### src/rtl/crc_eng_pkg.sv
package crc_eng_pkg;

    localparam int CFG_IDX_W = 3;

    // register indexes on the configuration port
    localparam logic [CFG_IDX_W-1:0] REG_CRC_MODE   = 3'd0;
    localparam logic [CFG_IDX_W-1:0] REG_POLY8      = 3'd1;
    localparam logic [CFG_IDX_W-1:0] REG_POLY32     = 3'd2;
    localparam logic [CFG_IDX_W-1:0] REG_INIT_VALUE = 3'd3;
    localparam logic [CFG_IDX_W-1:0] REG_XOR_OUT    = 3'd4;

    // crc_mode codes
    localparam logic [1:0] MODE_CRC8_MSB  = 2'd0;
    localparam logic [1:0] MODE_CRC8_REF  = 2'd1;
    localparam logic [1:0] MODE_CRC32_REF = 2'd2;
    localparam logic [1:0] MODE_CRC32_MSB = 2'd3;

    localparam logic [1:0]  CRC_MODE_RST   = MODE_CRC32_REF;
    localparam logic [7:0]  POLY8_RST      = 8'hD5;
    localparam logic [31:0] POLY32_RST     = 32'h04C11DB7;
    localparam logic [31:0] INIT_VALUE_RST = 32'hFFFFFFFF;
    localparam logic [31:0] XOR_OUT_RST    = 32'hFFFFFFFF;

    typedef struct packed {
        logic [1:0]  crc_mode;
        logic [7:0]  poly8;
        logic [31:0] poly32;
        logic [31:0] init_value;
        logic [31:0] xor_out;
    } cfg_t;

endpackage

### src/rtl/crc_eng_cfg.sv
module crc_eng_cfg (
    input  logic                              aclk,
    input  logic                              aresetn,
    input  logic                              cfg_valid,
    input  logic [crc_eng_pkg::CFG_IDX_W-1:0] cfg_index,
    input  logic [31:0]                       cfg_data,
    output crc_eng_pkg::cfg_t                 cfg
);
    import crc_eng_pkg::*;

    cfg_t cfg_reg;
    cfg_t cfg_next;

    always_comb begin
        cfg_next = cfg_reg;
        if (cfg_valid) begin
            case (cfg_index)
                REG_CRC_MODE:   cfg_next.crc_mode   = cfg_data[1:0];
                REG_POLY8:      cfg_next.poly8      = cfg_data[7:0];
                REG_POLY32:     cfg_next.poly32     = cfg_data;
                REG_INIT_VALUE: cfg_next.init_value = cfg_data;
                REG_XOR_OUT:    cfg_next.xor_out    = cfg_data;
                default:        cfg_next = cfg_reg;  // unmapped index, write dropped
            endcase
        end
    end

    always_ff @(posedge aclk) begin
        if (!aresetn) begin
            cfg_reg.crc_mode   <= CRC_MODE_RST;
            cfg_reg.poly8      <= POLY8_RST;
            cfg_reg.poly32     <= POLY32_RST;
            cfg_reg.init_value <= INIT_VALUE_RST;
            cfg_reg.xor_out    <= XOR_OUT_RST;
        end else begin
            cfg_reg <= cfg_next;
        end
    end

    assign cfg = cfg_reg;

endmodule

### src/rtl/crc_eng_fold.sv
module crc_eng_fold (
    input  crc_eng_pkg::cfg_t cfg,
    input  logic [7:0]        data_byte,
    input  logic              first_byte,
    input  logic [31:0]       crc_in,
    output logic [31:0]       crc_next,
    output logic [31:0]       crc_out
);
    import crc_eng_pkg::*;

    logic [7:0]  p8_ref;
    logic [31:0] p32_ref;
    logic [31:0] seed;
    logic [7:0]  c8;
    logic [31:0] c32;
    logic        narrow;

    // bit-reversed generators for the reflected modes
    always_comb begin
        for (int k = 0; k < 8; k++) begin
            p8_ref[k] = cfg.poly8[7-k];
        end
        for (int k = 0; k < 32; k++) begin
            p32_ref[k] = cfg.poly32[31-k];
        end
    end

    always_comb begin
        narrow = ~cfg.crc_mode[1];
        seed   = first_byte ? cfg.init_value : crc_in;
        c8     = seed[7:0] ^ data_byte;
        c32    = seed;
        case (cfg.crc_mode)
            MODE_CRC8_MSB: begin
                for (int k = 0; k < 8; k++) begin
                    c8 = c8[7] ? ({c8[6:0], 1'b0} ^ cfg.poly8) : {c8[6:0], 1'b0};
                end
                c32 = {24'd0, c8};
            end
            MODE_CRC8_REF: begin
                for (int k = 0; k < 8; k++) begin
                    c8 = c8[0] ? ({1'b0, c8[7:1]} ^ p8_ref) : {1'b0, c8[7:1]};
                end
                c32 = {24'd0, c8};
            end
            MODE_CRC32_REF: begin
                c32 = seed ^ {24'd0, data_byte};
                for (int k = 0; k < 8; k++) begin
                    c32 = c32[0] ? ({1'b0, c32[31:1]} ^ p32_ref) : {1'b0, c32[31:1]};
                end
            end
            MODE_CRC32_MSB: begin
                c32 = seed ^ {data_byte, 24'd0};
                for (int k = 0; k < 8; k++) begin
                    c32 = c32[31] ? ({c32[30:0], 1'b0} ^ cfg.poly32) : {c32[30:0], 1'b0};
                end
            end
            default: c32 = seed;
        endcase
        crc_next = c32;
        crc_out  = narrow ? {24'd0, c32[7:0] ^ cfg.xor_out[7:0]} : (c32 ^ cfg.xor_out);
    end

endmodule

### src/rtl/configurable_crc8_crc32_engine_top.sv
// Channel   Direction  Handshake              Payload
// s_        in         s_valid / s_ready      s_data_byte[7:0], s_first_byte, s_last_byte
// m_        out        m_valid / m_ready      m_crc_result[31:0]
// cfg_      in         cfg_valid / cfg_ready  cfg_index[2:0], cfg_data[31:0]
//
// One byte per clock unless a last byte waits on m_ready; m_valid rises once the input
// register folds a last byte. The clock is set by the eight-step shift/XOR byte fold.
// Synchronous active-low reset loads the register defaults and clears the running CRC.
// A last byte waits in the input register while an earlier result is not taken, and
// s_ready drops with it; bytes without the end mark never wait on m_ready. cfg_ready is
// always high.
module configurable_crc8_crc32_engine_top (
    input  logic                              aclk,
    input  logic                              aresetn,
    input  logic                              s_valid,
    output logic                              s_ready,
    input  logic [7:0]                        s_data_byte,
    input  logic                              s_first_byte,
    input  logic                              s_last_byte,
    output logic                              m_valid,
    input  logic                              m_ready,
    output logic [31:0]                       m_crc_result,
    input  logic                              cfg_valid,
    output logic                              cfg_ready,
    input  logic [crc_eng_pkg::CFG_IDX_W-1:0] cfg_index,
    input  logic [31:0]                       cfg_data
);
    import crc_eng_pkg::*;

    cfg_t        cfg;
    logic        in_valid_reg;
    logic        in_valid_next;
    logic [7:0]  in_data_reg;
    logic        in_first_reg;
    logic        in_last_reg;
    logic [31:0] running_crc_reg;
    logic        out_valid_reg;
    logic        out_valid_next;
    logic [31:0] out_crc_reg;
    logic [31:0] crc_next;
    logic [31:0] crc_out;
    logic        out_free;
    logic        fold_go;

    assign cfg_ready = 1'b1;

    crc_eng_cfg u_cfg (
        .aclk      (aclk),
        .aresetn   (aresetn),
        .cfg_valid (cfg_valid),
        .cfg_index (cfg_index),
        .cfg_data  (cfg_data),
        .cfg       (cfg)
    );

    crc_eng_fold u_fold (
        .cfg        (cfg),
        .data_byte  (in_data_reg),
        .first_byte (in_first_reg),
        .crc_in     (running_crc_reg),
        .crc_next   (crc_next),
        .crc_out    (crc_out)
    );

    assign out_free = !out_valid_reg || m_ready;
    // only a last byte needs the result slot
    assign fold_go  = in_valid_reg && (!in_last_reg || out_free);
    assign s_ready  = !in_valid_reg || fold_go;

    always_comb begin
        in_valid_next = in_valid_reg;
        if (s_valid && s_ready) begin
            in_valid_next = 1'b1;
        end else if (fold_go) begin
            in_valid_next = 1'b0;
        end

        out_valid_next = out_valid_reg;
        if (fold_go && in_last_reg) begin
            out_valid_next = 1'b1;
        end else if (m_ready) begin
            out_valid_next = 1'b0;
        end
    end

    always_ff @(posedge aclk) begin
        if (!aresetn) begin
            in_valid_reg    <= 1'b0;
            out_valid_reg   <= 1'b0;
            running_crc_reg <= 32'd0;
        end else begin
            in_valid_reg  <= in_valid_next;
            out_valid_reg <= out_valid_next;
            if (fold_go) begin
                running_crc_reg <= crc_next;
            end
        end
    end

    always_ff @(posedge aclk) begin
        if (s_valid && s_ready) begin
            in_data_reg  <= s_data_byte;
            in_first_reg <= s_first_byte;
            in_last_reg  <= s_last_byte;
        end
        if (fold_go && in_last_reg) begin
            out_crc_reg <= crc_out;
        end
    end

    assign m_valid      = out_valid_reg;
    assign m_crc_result = out_crc_reg;

    // narrow modes keep the upper CRC bits clear
    a_narrow_upper_zero: assert property (@(posedge aclk) disable iff (!aresetn)
        fold_go && !cfg.crc_mode[1] |=> running_crc_reg[31:8] == 24'd0)
        else $error("running CRC upper bits set in CRC-8 mode");

    // a pending result is never overwritten
    a_no_result_overrun: assert property (@(posedge aclk) disable iff (!aresetn)
        out_valid_reg && !m_ready |-> !(fold_go && in_last_reg))
        else $error("result overwritten while stalled");

    a_crc_holds: assert property (@(posedge aclk) disable iff (!aresetn)
        !fold_go |=> $stable(running_crc_reg))
        else $error("running CRC changed without a byte");

endmodule

### config.mk
export PLATFORM = sky130hd
export DESIGN_NAME = configurable_crc8_crc32_engine_top
export DESIGN_NICKNAME = d
export VERILOG_FILES = /design/src/rtl/crc_eng_pkg.sv /design/src/rtl/crc_eng_cfg.sv /design/src/rtl/crc_eng_fold.sv /design/src/rtl/configurable_crc8_crc32_engine_top.sv
export SDC_FILE = /design/constraint.sdc
export NUM_CORES = 1
export LEC_CHECK = 0
export BUFFER_PORTS_ARGS = -buffer_cell sky130_fd_sc_hd__buf_4
export CAP_MARGIN = 20
export CELL_PAD_IN_SITES_DETAIL_PLACEMENT = 1
export CELL_PAD_IN_SITES_GLOBAL_PLACEMENT = 1
export CORE_MARGIN = 10
export CORE_UTILIZATION = 43
export CTS_CLUSTER_DIAMETER = 100
export DETAILED_ROUTE_END_ITERATION = 7
export GPL_TIMING_DRIVEN = 0
export PLACE_DENSITY = 0.79
export SETUP_SLACK_MARGIN = 0.15
export SLEW_MARGIN = 20
export SYNTH_ARGS = -nofsm -noshare
export SYNTH_HDL_FRONTEND = slang
export SYNTH_HIERARCHICAL = 1
export SYNTH_SLANG_ARGS = --single-unit
### constraint.sdc
create_clock -name aclk -period 5.1 [get_ports aclk]
set_clock_uncertainty 0.1 [all_clocks]
set_input_delay 0.51 -clock aclk [delete_from_list [all_inputs] [get_ports aclk]]
set_output_delay 0.51 -clock aclk [all_outputs]
set_load 0.01 [all_outputs]
==> results.json <==
{
  "ys_ff_latch": 182,
  "fin_util_pct": 58.8,
  "cpMaxStageDelayCell": "xnor3_2",
  "synth_top_area_share_pct": 14.9,
  "synth_nets": 3033,
  "cts_tree": "built",
  "clkSinkCount": 182,
  "r2r_end": "m_crc_result[5]",
  "criticalPathCategory": "flip-flop to flip-flop",
  "place_congestion": 0.992,
  "clkLatencyLatePin_ns": 0.48,
  "wl_met2_mm": 57.6,
  "largest_register_ffs": 106,
  "die_h_um": 246,
  "area_delta_synth_final_pct": 34.6,
  "hold_violations": 0,
  "status": "finished with violations",
  "worstSetupStartpoint": "in_first_reg",
  "crit_required_ns": 5.16,
  "power.density_mw_per_mm2": 651,
  "dr_total_vias": 26428,
  "clockBufferDepth": 2,
  "synth_edf_count": 42,
  "leakage_nw": 11.8,
  "slowest_delay_ns": 0.51,
  "clkSlewWorstSetupHoldPaths_ns": 0.09,
  "synth_cell_types": 106,
  "yosys-top-cells-area": "xnor2_1 15%, dfxtp_1 13%, nand2_1 10%",
  "die_area_mm2": 0.0606,
  "yosysTopAreaCell": "xnor2_1",
  "synth_ff_type": "dfxtp_1",
  "root_buffer": "clkbuf_16",
  "multi_input_area_mm2": 0.0195,
  "avgSynthCellArea_um2": 7.38,
  "layout.cells.most_common_list": "565 x nand2_1, 283 x xnor2_1, 247 x buf_4",
  "post-route-period-util_pct": 111,
  "setup_ws_ns": -0.582,
  "ys_warn_count": 6,
  "maxCapViolCount": 0,
  "coreArea_mm2": 0.0504,
  "reg2reg_from": "in_first_reg",
  "async_flop_share_pct": 0,
  "cp_common_cell": "buf_6",
  "hpwl_mm": 84.9,
  "portBuffers": 82,
  "io_pins": 85,
  "violations": "negative setup slack",
  "r2r_cells": 24,
  "rsz0062_at_grt": "yes",
  "crit_chain": "buf_8 > mux2i_4 > buf_12 > buf_6 > xnor2_4 > buf_6 > buf_6 > nand3_1 > a21o_1 > and3_4 > o211ai_1 > buf_4 > nand3_1 > nor4b_4 > a311oi_4 > xor2_2 > buf_6 > clkbuf_16 > nand2_1 > xnor2_1 > xnor3_2 > mux2i_2 > mux2i_1 > nand4_1",
  "fmax_mhz": 176,
  "fillers": 5964,
  "final_common_cell": "nand2_1",
  "grt_pass1_wl_mm": 178,
  "start_util_pct": 43.7,
  "endpoint": "m_crc_result[5]",
  "grt_pass1_vias": 26884,
  "drt-total-wl_mm": 126,
  "place_area_mm2": 0.0235,
  "seq_area_mm2": 0.00407,
  "grt_remaining_overflow": 0,
  "cts_hold_buf": 0,
  "reg2reg_slack_ns": -0.58,
  "maxUsedRoutingLayer": "met4",
  "ant_nets": 0,
  "cp.arrival_ns": 5.74,
  "avgViaCountPerCell": 6.64,
  "fin_crit_ns": 5.68,
  "drc": 0,
  "firstDrtPassIters": 6,
  "grt.total_usage_pct": 38.8,
  "slew_viol_final": 0,
  "preCtsSetupSlack_ns": -2.66,
  "wl_met3_mm": 11.2,
  "drt-met1-wl_mm": 45.6,
  "h-tree-depth": 4,
  "setup_viol": 64,
  "synth.yosys.seq_area_share_pct": 18.5,
  "die_w_um": 246,
  "first_iter_violations": 2760,
  "antenna_found_initial": 0,
  "wire_per_inst_um": 31.6,
  "synthesis.area_mm2": 0.0220,
  "cts_buffers": 17,
  "min-delay-path-class": "input port to flip-flop",
  "ir_drop_mv": 0.773,
  "drive_gt1_share_pct": 26.2,
  "final_nets": 3347,
  "grt_max_degree": 33,
  "end_kind": "flip-flop",
  "fin_area_mm2": 0.0296,
  "worstHoldStart": "s_data_byte[0]",
  "netlist_instances": 2983,
  "row_count": 82,
  "relSlewSlack_pct": 16.8,
  "cp_max_fo": 6,
  "worstMarginPinSlew_ns": 1.21,
  "startpoint_type": "flip-flop"
}
[where the power goes]
group          leakage [nW]  total, mW  internal, mW  switching [mW]
registers              1.53       1.85          1.73           0.121
clock network         0.298       1.42         0.679           0.743
logic                  9.94       16.0          7.21            8.79
[kinds of logic after synthesis]
family | synth area share (%)
compound gates | 20.6
other cells | 0.0170
buf+inv | 6.61
xor+xnor | 22.3
simple gates | 21.4
flops | 18.5
mux | 10.5
[worst max-delay path: cells and delay by family, from the launching register on]
| family | cells | cell delay, ns |
|---|---|---|
| buf+inv | 8 | 1.20 |
| xor+xnor | 4 | 1.16 |
| compound gates | 3 | 0.89 |
| simple gates | 6 | 0.86 |
| mux | 3 | 0.71 |
| flops | 1 | 0.42 |
[worst min path at each step]
| stage | slack [ns] | cells past startpoint | endpoint |
|---|---|---|---|
| 6_report | 0.10 | 1 | in_data_reg[0] |
| 4_1_cts | 0.08 | 1 | in_data_reg[0] |
| 5_1_grt | 0.09 | 1 | in_data_reg[6] |
| 3_3_place_gp | 0.34 | 2 | running_crc_reg[20] |
| 3_5_place_dp | 0.35 | 2 | u_cfg/cfg[70] |
| 2_1_floorplan | 0.33 | 2 | u_cfg/cfg[67] |
[timing repair]
item / in CTS / in global routing
setup endpoints to repair: 64 / 64
pin swaps: 130 / 96
endpoints found under the hold margin: 0 / 0
gates cloned: 9 / 0
setup buffers: 167 / 37
resized for setup: 601 / 182
[routing by layer]
layer / GRT usage (%) / up-vias
met5: 0 / -
met4: 29.9 / 0
met3: 6.94 / 632
met2: 63.5 / 1856
met1: 44.5 / 13046
li1: - / 10894
[cell type report]
type / instances / area share (%)
antenna: 1 / 0.00845
buffer: 309 / 6.04
clock buffer: 18 / 1.48
clock inverter: 14 / 0.592
inverter: 22 / 0.283
multi-input combinational: 2472 / 65.9
sequential: 182 / 13.7
tap: 672 / 2.84
timing repair buffer: 293 / 9.16
[cells in the mapped netlist, drive strengths merged (26+ instances only)]
master and instances:
a211oi 29, a21oi 145, a22o 45, a32oi 61
buf 104, clkbuf 203, dfxtp 140, edfxtp 42
mux2i 216, nand2 605, nand3 36, nor2 158
nor2b 131, nor3 26, o21ai 214, xnor2 374
xnor3 32, xor2 102
[per-stage QoR]
stage	hold WS, ns	TNS, ns	power [mW]	std cells
final	0.103	-24.75	19.3	3983
after global routing	0.0901	-30.23	19.8	3982
after CTS	0.0806	-5.36	17.2	3945
after detailed placement	0.351	-149.89	12.5	3737
after global placement	0.342	-142.33	12.3	3737
after floorplan	0.334	0	9.53	2983
No activity file was read; power rests on OpenSTA's default activity.
